`config.mk`:
```
export PLATFORM = sky130hd
export DESIGN_NAME = base64_stream_decoder
export DESIGN_NICKNAME = d
export VERILOG_FILES = /design/src/hdl/b64d_pkg.sv /design/src/hdl/base64_stream_decoder.sv /design/src/hdl/b64d_front.sv /design/src/hdl/b64d_queue.sv /design/src/hdl/b64d_back.sv
export SDC_FILE = /design/constraint.sdc
export NUM_CORES = 1
export LEC_CHECK = 0
export BUFFER_PORTS_ARGS = -buffer_cell sky130_fd_sc_hd__clkbuf_2
export CORE_MARGIN = 5
export CORE_UTILIZATION = 65
export CTS_BUF_LIST = sky130_fd_sc_hd__clkbuf_4
export CTS_CLUSTER_DIAMETER = 50
export DETAILED_ROUTE_END_ITERATION = 10
export PLACE_DENSITY_LB_ADDON = 0.12
export SLEW_MARGIN = 25
export SYNTH_ARGS = -nofsm -noshare
export SYNTH_HDL_FRONTEND = slang
export SYNTH_SLANG_ARGS = --single-unit
export TNS_END_PERCENT = 5
```
`constraint.sdc`:
```
create_clock -name clk -period 6 [get_ports clk]
set_input_delay 0.6 -clock clk [delete_from_list [all_inputs] [get_ports clk]]
set_output_delay 0.6 -clock clk [all_outputs]
set_load 0.01 [all_outputs]
```
`src/hdl/b64d_pkg.sv`:
```
// Types, constants and the character classifier for the base64 stream decoder.
// No dependencies.
package b64d_pkg;

    localparam logic [5:0] CODE_LOWER_BASE = 6'd26;
    localparam logic [5:0] CODE_DIGIT_BASE = 6'd52;
    localparam logic [5:0] CODE_PLUS       = 6'd62;
    localparam logic [5:0] CODE_SLASH      = 6'd63;

    localparam logic [1:0] SLOT_FIRST  = 2'd0;
    localparam logic [1:0] SLOT_SECOND = 2'd1;
    localparam logic [1:0] SLOT_THIRD  = 2'd2;
    localparam logic [1:0] SLOT_FOURTH = 2'd3;

    localparam logic [1:0] IDX_BYTE0 = 2'd0;
    localparam logic [1:0] IDX_BYTE1 = 2'd1;
    localparam logic [1:0] IDX_BYTE2 = 2'd2;

    typedef struct packed {
        logic [5:0] code;
        logic       is_pad;
        logic       is_bad;
    } char_class_t;

    // One queued job: up to three result items from one input item.
    typedef struct packed {
        logic [2:0][7:0] bytes;
        logic [1:0]      last_idx;
        logic            err;
        logic            fin;
    } job_t;

    function automatic char_class_t classify(input logic [7:0] ch);
        char_class_t r;
        r.code   = '0;
        r.is_pad = 1'b0;
        r.is_bad = 1'b0;
        if (ch inside {[8'h41:8'h5A]})
        begin
            r.code = 6'(ch - 8'h41);
        end
        else if (ch inside {[8'h61:8'h7A]})
        begin
            r.code = 6'(ch - 8'h61) + CODE_LOWER_BASE;
        end
        else if (ch inside {[8'h30:8'h39]})
        begin
            r.code = 6'(ch - 8'h30) + CODE_DIGIT_BASE;
        end
        else if (ch == 8'h2B)
        begin
            r.code = CODE_PLUS;
        end
        else if (ch == 8'h2F)
        begin
            r.code = CODE_SLASH;
        end
        else if (ch == 8'h3D)
        begin
            r.is_pad = 1'b1;
        end
        else
        begin
            r.is_bad = 1'b1;
        end
        return r;
    endfunction

endpackage

```
`src/hdl/base64_stream_decoder.sv`:
```
// Top level of the base64 stream decoder: front end, job queue, back end.
// Depends on b64d_pkg, b64d_front, b64d_queue and b64d_back.
//
// Takes one base64 character per cycle with valid/ready and emits decoded bytes,
// or a single error item, with valid/ready. The input side accepts an item every
// cycle while the job queue (QUEUE_DEPTH jobs) has room; a completed quartet
// becomes one job of one to three result items, which the back end issues at one
// per cycle, so a sustained rate of one character per cycle holds as long as the
// output side is ready. The fourth character of a quartet passes through the job
// queue and the held job register before its first byte is shown. After a fault,
// characters are absorbed without output until the one that carries stream_end.
module base64_stream_decoder
    import b64d_pkg::*;
#(
    parameter int QUEUE_DEPTH = 4
)
(
    input  logic       clk,
    input  logic       rst_n,
    input  logic       in_valid,
    output logic       in_ready,
    input  logic [7:0] char_in,
    input  logic       stream_end,
    output logic       out_valid,
    input  logic       out_ready,
    output logic [7:0] data_byte,
    output logic       byte_valid,
    output logic       decode_error,
    output logic       run_last,
    output logic       end_seen
);

    logic q_push;
    logic q_full;
    logic q_pop;
    logic q_empty;
    job_t push_job;
    job_t pop_job;

    b64d_front u_front (
        .clk        (clk),
        .rst_n      (rst_n),
        .in_valid   (in_valid),
        .in_ready   (in_ready),
        .char_in    (char_in),
        .stream_end (stream_end),
        .q_full     (q_full),
        .push       (q_push),
        .push_job   (push_job)
    );

    b64d_queue #(
        .DEPTH (QUEUE_DEPTH)
    ) u_queue (
        .clk      (clk),
        .rst_n    (rst_n),
        .push     (q_push),
        .push_job (push_job),
        .full     (q_full),
        .pop      (q_pop),
        .pop_job  (pop_job),
        .empty    (q_empty)
    );

    b64d_back u_back (
        .clk          (clk),
        .rst_n        (rst_n),
        .q_empty      (q_empty),
        .q_job        (pop_job),
        .pop          (q_pop),
        .out_valid    (out_valid),
        .out_ready    (out_ready),
        .data_byte    (data_byte),
        .byte_valid   (byte_valid),
        .decode_error (decode_error),
        .run_last     (run_last),
        .end_seen     (end_seen)
    );

endmodule

```
`src/hdl/b64d_front.sv`:
```
// Front end: accepts characters, tracks quartet position and error latch,
// and builds one job per result-bearing item. Depends on b64d_pkg.
module b64d_front
    import b64d_pkg::*;
(
    input  logic       clk,
    input  logic       rst_n,
    input  logic       in_valid,
    output logic       in_ready,
    input  logic [7:0] char_in,
    input  logic       stream_end,
    input  logic       q_full,
    output logic       push,
    output job_t       push_job
);

    logic [1:0]  slot_reg, slot_next;
    logic        err_latched_reg, err_latched_next;
    logic        c_pad_reg, c_pad_next;
    logic [5:0]  a_reg, b_reg, c_reg;
    logic        accept;
    logic        fault;
    logic        emit;
    logic [1:0]  last_idx;
    char_class_t cls;

    assign in_ready = !q_full;
    assign accept   = in_valid && in_ready;
    assign cls      = classify(char_in);

    always_comb
    begin
        fault    = 1'b0;
        emit     = 1'b0;
        last_idx = IDX_BYTE2;
        if (slot_reg != SLOT_FOURTH)
        begin
            fault = cls.is_bad || (cls.is_pad && slot_reg != SLOT_THIRD) || stream_end;
        end
        else if (cls.is_bad)
        begin
            fault = 1'b1;
        end
        else if (c_pad_reg)
        begin
            fault    = !cls.is_pad || !stream_end;
            last_idx = IDX_BYTE0;
        end
        else if (cls.is_pad)
        begin
            fault    = !stream_end;
            last_idx = IDX_BYTE1;
        end
        emit = !err_latched_reg && (fault || slot_reg == SLOT_FOURTH);
    end

    always_comb
    begin
        push_job.fin = stream_end;
        push_job.err = fault;
        if (fault)
        begin
            push_job.bytes    = '0;
            push_job.last_idx = IDX_BYTE0;
        end
        else
        begin
            push_job.bytes[0] = {a_reg, b_reg[5:4]};
            push_job.bytes[1] = {b_reg[3:0], c_reg[5:2]};
            push_job.bytes[2] = {c_reg[1:0], cls.code};
            push_job.last_idx = last_idx;
        end
    end

    assign push = accept && emit;

    always_comb
    begin
        slot_next        = slot_reg;
        err_latched_next = err_latched_reg;
        c_pad_next       = c_pad_reg;
        if (accept)
        begin
            if (err_latched_reg)
            begin
                if (stream_end)
                begin
                    err_latched_next = 1'b0;
                    slot_next        = SLOT_FIRST;
                    c_pad_next       = 1'b0;
                end
            end
            else if (fault)
            begin
                err_latched_next = !stream_end;
                slot_next        = SLOT_FIRST;
                c_pad_next       = 1'b0;
            end
            else if (slot_reg == SLOT_FOURTH)
            begin
                slot_next  = SLOT_FIRST;
                c_pad_next = 1'b0;
            end
            else
            begin
                slot_next = slot_reg + 2'd1;
                if (slot_reg == SLOT_THIRD)
                begin
                    c_pad_next = cls.is_pad;
                end
            end
        end
    end

    always_ff @(posedge clk or negedge rst_n)
    begin
        if (!rst_n)
        begin
            slot_reg        <= SLOT_FIRST;
            err_latched_reg <= 1'b0;
            c_pad_reg       <= 1'b0;
        end
        else
        begin
            slot_reg        <= slot_next;
            err_latched_reg <= err_latched_next;
            c_pad_reg       <= c_pad_next;
        end
    end

    // held codes; a pad is held as zero bits
    always_ff @(posedge clk)
    begin
        if (accept && !err_latched_reg && !fault)
        begin
            case (slot_reg)
                SLOT_FIRST:  a_reg <= cls.code;
                SLOT_SECOND: b_reg <= cls.code;
                SLOT_THIRD:  c_reg <= cls.code;
                default:     ;
            endcase
        end
    end

endmodule

```
`src/hdl/b64d_queue.sv`:
```
// Short job queue between front and back ends.
// Depends on b64d_pkg.
module b64d_queue
    import b64d_pkg::*;
#(
    parameter int DEPTH = 4
)
(
    input  logic clk,
    input  logic rst_n,
    input  logic push,
    input  job_t push_job,
    output logic full,
    input  logic pop,
    output job_t pop_job,
    output logic empty
);

    localparam int PW = (DEPTH > 1) ? $clog2(DEPTH) : 1;
    localparam int CW = $clog2(DEPTH + 1);
    localparam logic [PW-1:0] LAST_PTR = PW'(DEPTH - 1);
    localparam logic [CW-1:0] FULL_CNT = CW'(DEPTH);

    job_t          entries [DEPTH];
    logic [PW-1:0] wr_ptr_reg, wr_ptr_next;
    logic [PW-1:0] rd_ptr_reg, rd_ptr_next;
    logic [CW-1:0] count_reg, count_next;

    assign full    = (count_reg == FULL_CNT);
    assign empty   = (count_reg == '0);
    assign pop_job = entries[rd_ptr_reg];

    always_comb
    begin
        wr_ptr_next = wr_ptr_reg;
        rd_ptr_next = rd_ptr_reg;
        count_next  = count_reg;
        if (push)
        begin
            wr_ptr_next = (wr_ptr_reg == LAST_PTR) ? '0 : wr_ptr_reg + PW'(1);
        end
        if (pop)
        begin
            rd_ptr_next = (rd_ptr_reg == LAST_PTR) ? '0 : rd_ptr_reg + PW'(1);
        end
        if (push && !pop)
        begin
            count_next = count_reg + CW'(1);
        end
        else if (pop && !push)
        begin
            count_next = count_reg - CW'(1);
        end
    end

    always_ff @(posedge clk or negedge rst_n)
    begin
        if (!rst_n)
        begin
            wr_ptr_reg <= '0;
            rd_ptr_reg <= '0;
            count_reg  <= '0;
        end
        else
        begin
            wr_ptr_reg <= wr_ptr_next;
            rd_ptr_reg <= rd_ptr_next;
            count_reg  <= count_next;
        end
    end

    always_ff @(posedge clk)
    begin
        if (push)
        begin
            entries[wr_ptr_reg] <= push_job;
        end
    end

    a_no_overflow: assert property (@(posedge clk) disable iff (!rst_n)
        full |-> !push)
        else $error("job pushed into full queue");

    a_no_underflow: assert property (@(posedge clk) disable iff (!rst_n)
        empty |-> !pop)
        else $error("job popped from empty queue");

endmodule

```
`src/hdl/b64d_back.sv`:
```
// Back end: takes jobs from the queue and issues their result items one per
// cycle while out_ready holds, from the held job register. Depends on b64d_pkg.
module b64d_back
    import b64d_pkg::*;
(
    input  logic       clk,
    input  logic       rst_n,
    input  logic       q_empty,
    input  job_t       q_job,
    output logic       pop,
    output logic       out_valid,
    input  logic       out_ready,
    output logic [7:0] data_byte,
    output logic       byte_valid,
    output logic       decode_error,
    output logic       run_last,
    output logic       end_seen
);

    job_t       job_reg;
    logic       busy_reg, busy_next;
    logic [1:0] idx_reg, idx_next;
    logic       is_last;
    logic       fire;

    assign is_last = (idx_reg == job_reg.last_idx);
    assign fire    = busy_reg && out_ready;
    assign pop     = !q_empty && (!busy_reg || (fire && is_last));

    always_comb
    begin
        busy_next = busy_reg;
        idx_next  = idx_reg;
        if (pop)
        begin
            busy_next = 1'b1;
            idx_next  = IDX_BYTE0;
        end
        else if (fire)
        begin
            if (is_last)
            begin
                busy_next = 1'b0;
            end
            else
            begin
                idx_next = idx_reg + 2'd1;
            end
        end
    end

    always_ff @(posedge clk or negedge rst_n)
    begin
        if (!rst_n)
        begin
            busy_reg <= 1'b0;
            idx_reg  <= IDX_BYTE0;
        end
        else
        begin
            busy_reg <= busy_next;
            idx_reg  <= idx_next;
        end
    end

    always_ff @(posedge clk)
    begin
        if (pop)
        begin
            job_reg <= q_job;
        end
    end

    always_comb
    begin
        case (idx_reg)
            IDX_BYTE0: data_byte = job_reg.bytes[0];
            IDX_BYTE1: data_byte = job_reg.bytes[1];
            IDX_BYTE2: data_byte = job_reg.bytes[2];
            default:   data_byte = '0;
        endcase
    end

    assign out_valid    = busy_reg;
    assign byte_valid   = !job_reg.err;
    assign decode_error = job_reg.err;
    assign run_last     = is_last;
    assign end_seen     = is_last && job_reg.fin;

    a_end_on_last: assert property (@(posedge clk) disable iff (!rst_n)
        (out_valid && end_seen) |-> run_last)
        else $error("end_seen on a non-final item result");

    a_error_shape: assert property (@(posedge clk) disable iff (!rst_n)
        (out_valid && decode_error) |-> (run_last && !byte_valid && data_byte == 8'd0))
        else $error("malformed error result");

endmodule

```
==> run metrics <==
RSZ-0062 raised after global routing false; Final Hold Vio Count 0; Final Cycle Share a little under three fifths; peak supply drop ~290 uV; initial DRC count about 400; Max Slew Vio Count 0; status complete, no violations; synthesized area per cell ~18 sq um; max-cap viol count 0; Total GRT Usage 20.38%; postcts setup bufs 0; worst hold-check path type in -> reg; Seq/Total Area, Yosys 70.04%; main flop type after synthesis edfxtp_1; via count around 3700; Num CTS Buffers 17; Largest register FFs about 110; routed length per instance approximately 21 um; antenna cells 0; RePlAce Congestion 0.8314; Setup WS post-layout ~2.6 ns; register-to-register setup slack about 3.3 ns; clk buf depth 2; Max Freq between 0.2 and 0.3 GHz; Fin Setup TNS 0 ns; clk root buf clkbuf_4; reg2reg path depth 11; Post-Syn Nets 450; critical-path cell list clkbuf_2 > inv_1 > ha_1 > a21oi_1 > a41oi_2 > a2111oi_4 > o311a_1 > and3_1; CTS tree yes; first-pass GRT wire length about 20000 um; Cells after Synth ~410; TritonCTS Sinks around 170; Die Y around 120 um; most frequent cells in the layout edfxtp_1, mux4_2, clkbuf_2; Max Clock Skew between 0.01 and 0.015 ns; Initial Utilization 66.81%; fin nets between 400 and 500; Post-DRT Antenna Nets 0; IO Count 27; Setup CP Type in -> reg; IO Port Bufs 26; Core Rows 38; CP Capture Type flop; CP Launch Type input pin; width of the die between 100 and 150 um; via count of the first global-routing pass ~3700; RR Startpoint u_queue.count_reg[0]; Post-DP HPWL approximately 8100 um; most common cell after layout, fill and taps aside edfxtp_1; core area 10890 sq um; Critical Path Max Stage Delay about 0.87 ns; Synthesis Warnings 0; Leak 0.002748 uW; Hold Startpoint in_valid; global route overflow 0; critical path capture point u_front.a_reg[1]; slew at the pin closest to its max-slew limit 0.8921 ns; FF-to-FF End u_queue.count_reg[2]; WL final between 10000 and 15000 um; max_slew headroom around two fifths; worst skew pair latency around 0.53 ns; Yosys reg bits roughly 170; CP Launch Point char_in[2]; crit path max fanout 30; Placement Setup Slack slightly above 2 ns; Clk pin slew, worst setup/hold paths approximately 0.13 ns; routed vias/inst 6.121; Final Setup Violations 0; Die Area 13410 sq um; layout cells sized above 1 approximately a quarter; initial antenna violation count 0; WP data arrival around 3.6 ns; P&R area growth vs syn 7.637%; DRC 0; synthesized area slightly above 7000 sq um; Synth cell types 60; power density over cell area between 300 and 400 nW/um^2; post-layout min period 3.412 ns; # H-tree levels 4; number of synthesized flops with an enable pin 158; Crit-path slowest cell a2111oi_4; Initial DRT Pass Iterations 5; ys async rst share under 10%; largest net degree at the start of global routing 32; Worst EP required 6.22 ns
area by class of cell:
cell class / instances / area, sq um
Clock buffer: 17 / 127.6
Clock inverter: 15 / 148.9
Fill cell: 695 / 3058
Inverter: 21 / 78.83
Multi-Input combinational cell: 204 / 2016
Sequential cell: 172 / 5099
Tap cell: 140 / 175.2
Timing Repair Buffer: 33 / 185.2
through the flow:
step                instance area, sq um  total power [uW]  hold slack (ns)  utilization, %  cells
finish                              7830              3078           0.3766           71.91    602
global route                        7830              3261           0.3426           71.91    602
CTS                                 7830              3118           0.3215           71.91    602
detailed placement                  7543              2499           0.4946           69.28    569
global placement                    7541              2474           0.4924           69.26    569
floorplan                           7274              2240           0.3044               -    413
report_power, final:
part | leakage [uW] | switching [uW] | internal (uW) | total [uW]
logic | 0.000983 | 414 | 378 | 792
registers | 0.00163 | 130 | 1530 | 1670
clock network | 0.000131 | 377 | 245 | 621
total | 0.00275 | 921 | 2160 | 3080
worst min path at each step:
stage / end / slack [ns] / cells past startpoint
2_1_floorplan: u_back.idx_reg[0] / 0.30 / 0
3_3_place_gp: u_queue.count_reg[2] / 0.49 / 1
3_5_place_dp: u_queue.count_reg[2] / 0.49 / 1
4_1_cts: u_front.err_latched_reg / 0.32 / 3
5_1_grt: u_front.err_latched_reg / 0.34 / 2
6_report: u_front.err_latched_reg / 0.38 / 3
repair_timing:
item                                   in CTS  in global routing
hold buffers                                1                  0
resized for setup                           0                  0
endpoints found under the hold margin      14                  0
worst max-delay path: cells and delay by family:
family,cells,cell delay (ns)
adders and majority gates,1,0.32
AOI/OAI and AO/OA,4,1.99
buffers and inverters,2,0.28
and+or+nand+nor,1,0.44
logic make-up (layout without fill, tap and decap cells):
group,after synthesis,count (layout),share of synthesized area [%]
mux,34,34,9.701
simple gates,85,85,6.261
flops,172,172,70.04
buf+inv,37,86,2.305
compound gates,53,53,6.502
fa+ha+maj,24,24,4.231
xor+xnor,8,8,0.9632
metal layers:
layer	wire, um	global-route usage, %	vias up	part of all wire, %
met5	0	0	-	0
met4	68	6.265	0	0.55
met3	715	5.431	6	5.8
met2	6245	32.49	112	50
met1	5342	28.11	1871	43
li1	-	-	1696	-
cells in the mapped netlist (8+ instances only):
library cell	instances	area, sq um
and2_1	25	156.4
o21ai_0	9	45.04
ha_1	23	287.8
and3_1	8	50.05
inv_1	20	75.07
dfrtp_1	14	350.3
nand2_1	13	48.80
edfxtp_1	158	4745
mux4_2	28	630.6
nor2_1	18	67.56
a222oi_1	8	80.08
(Power assumes the default switching activity.)
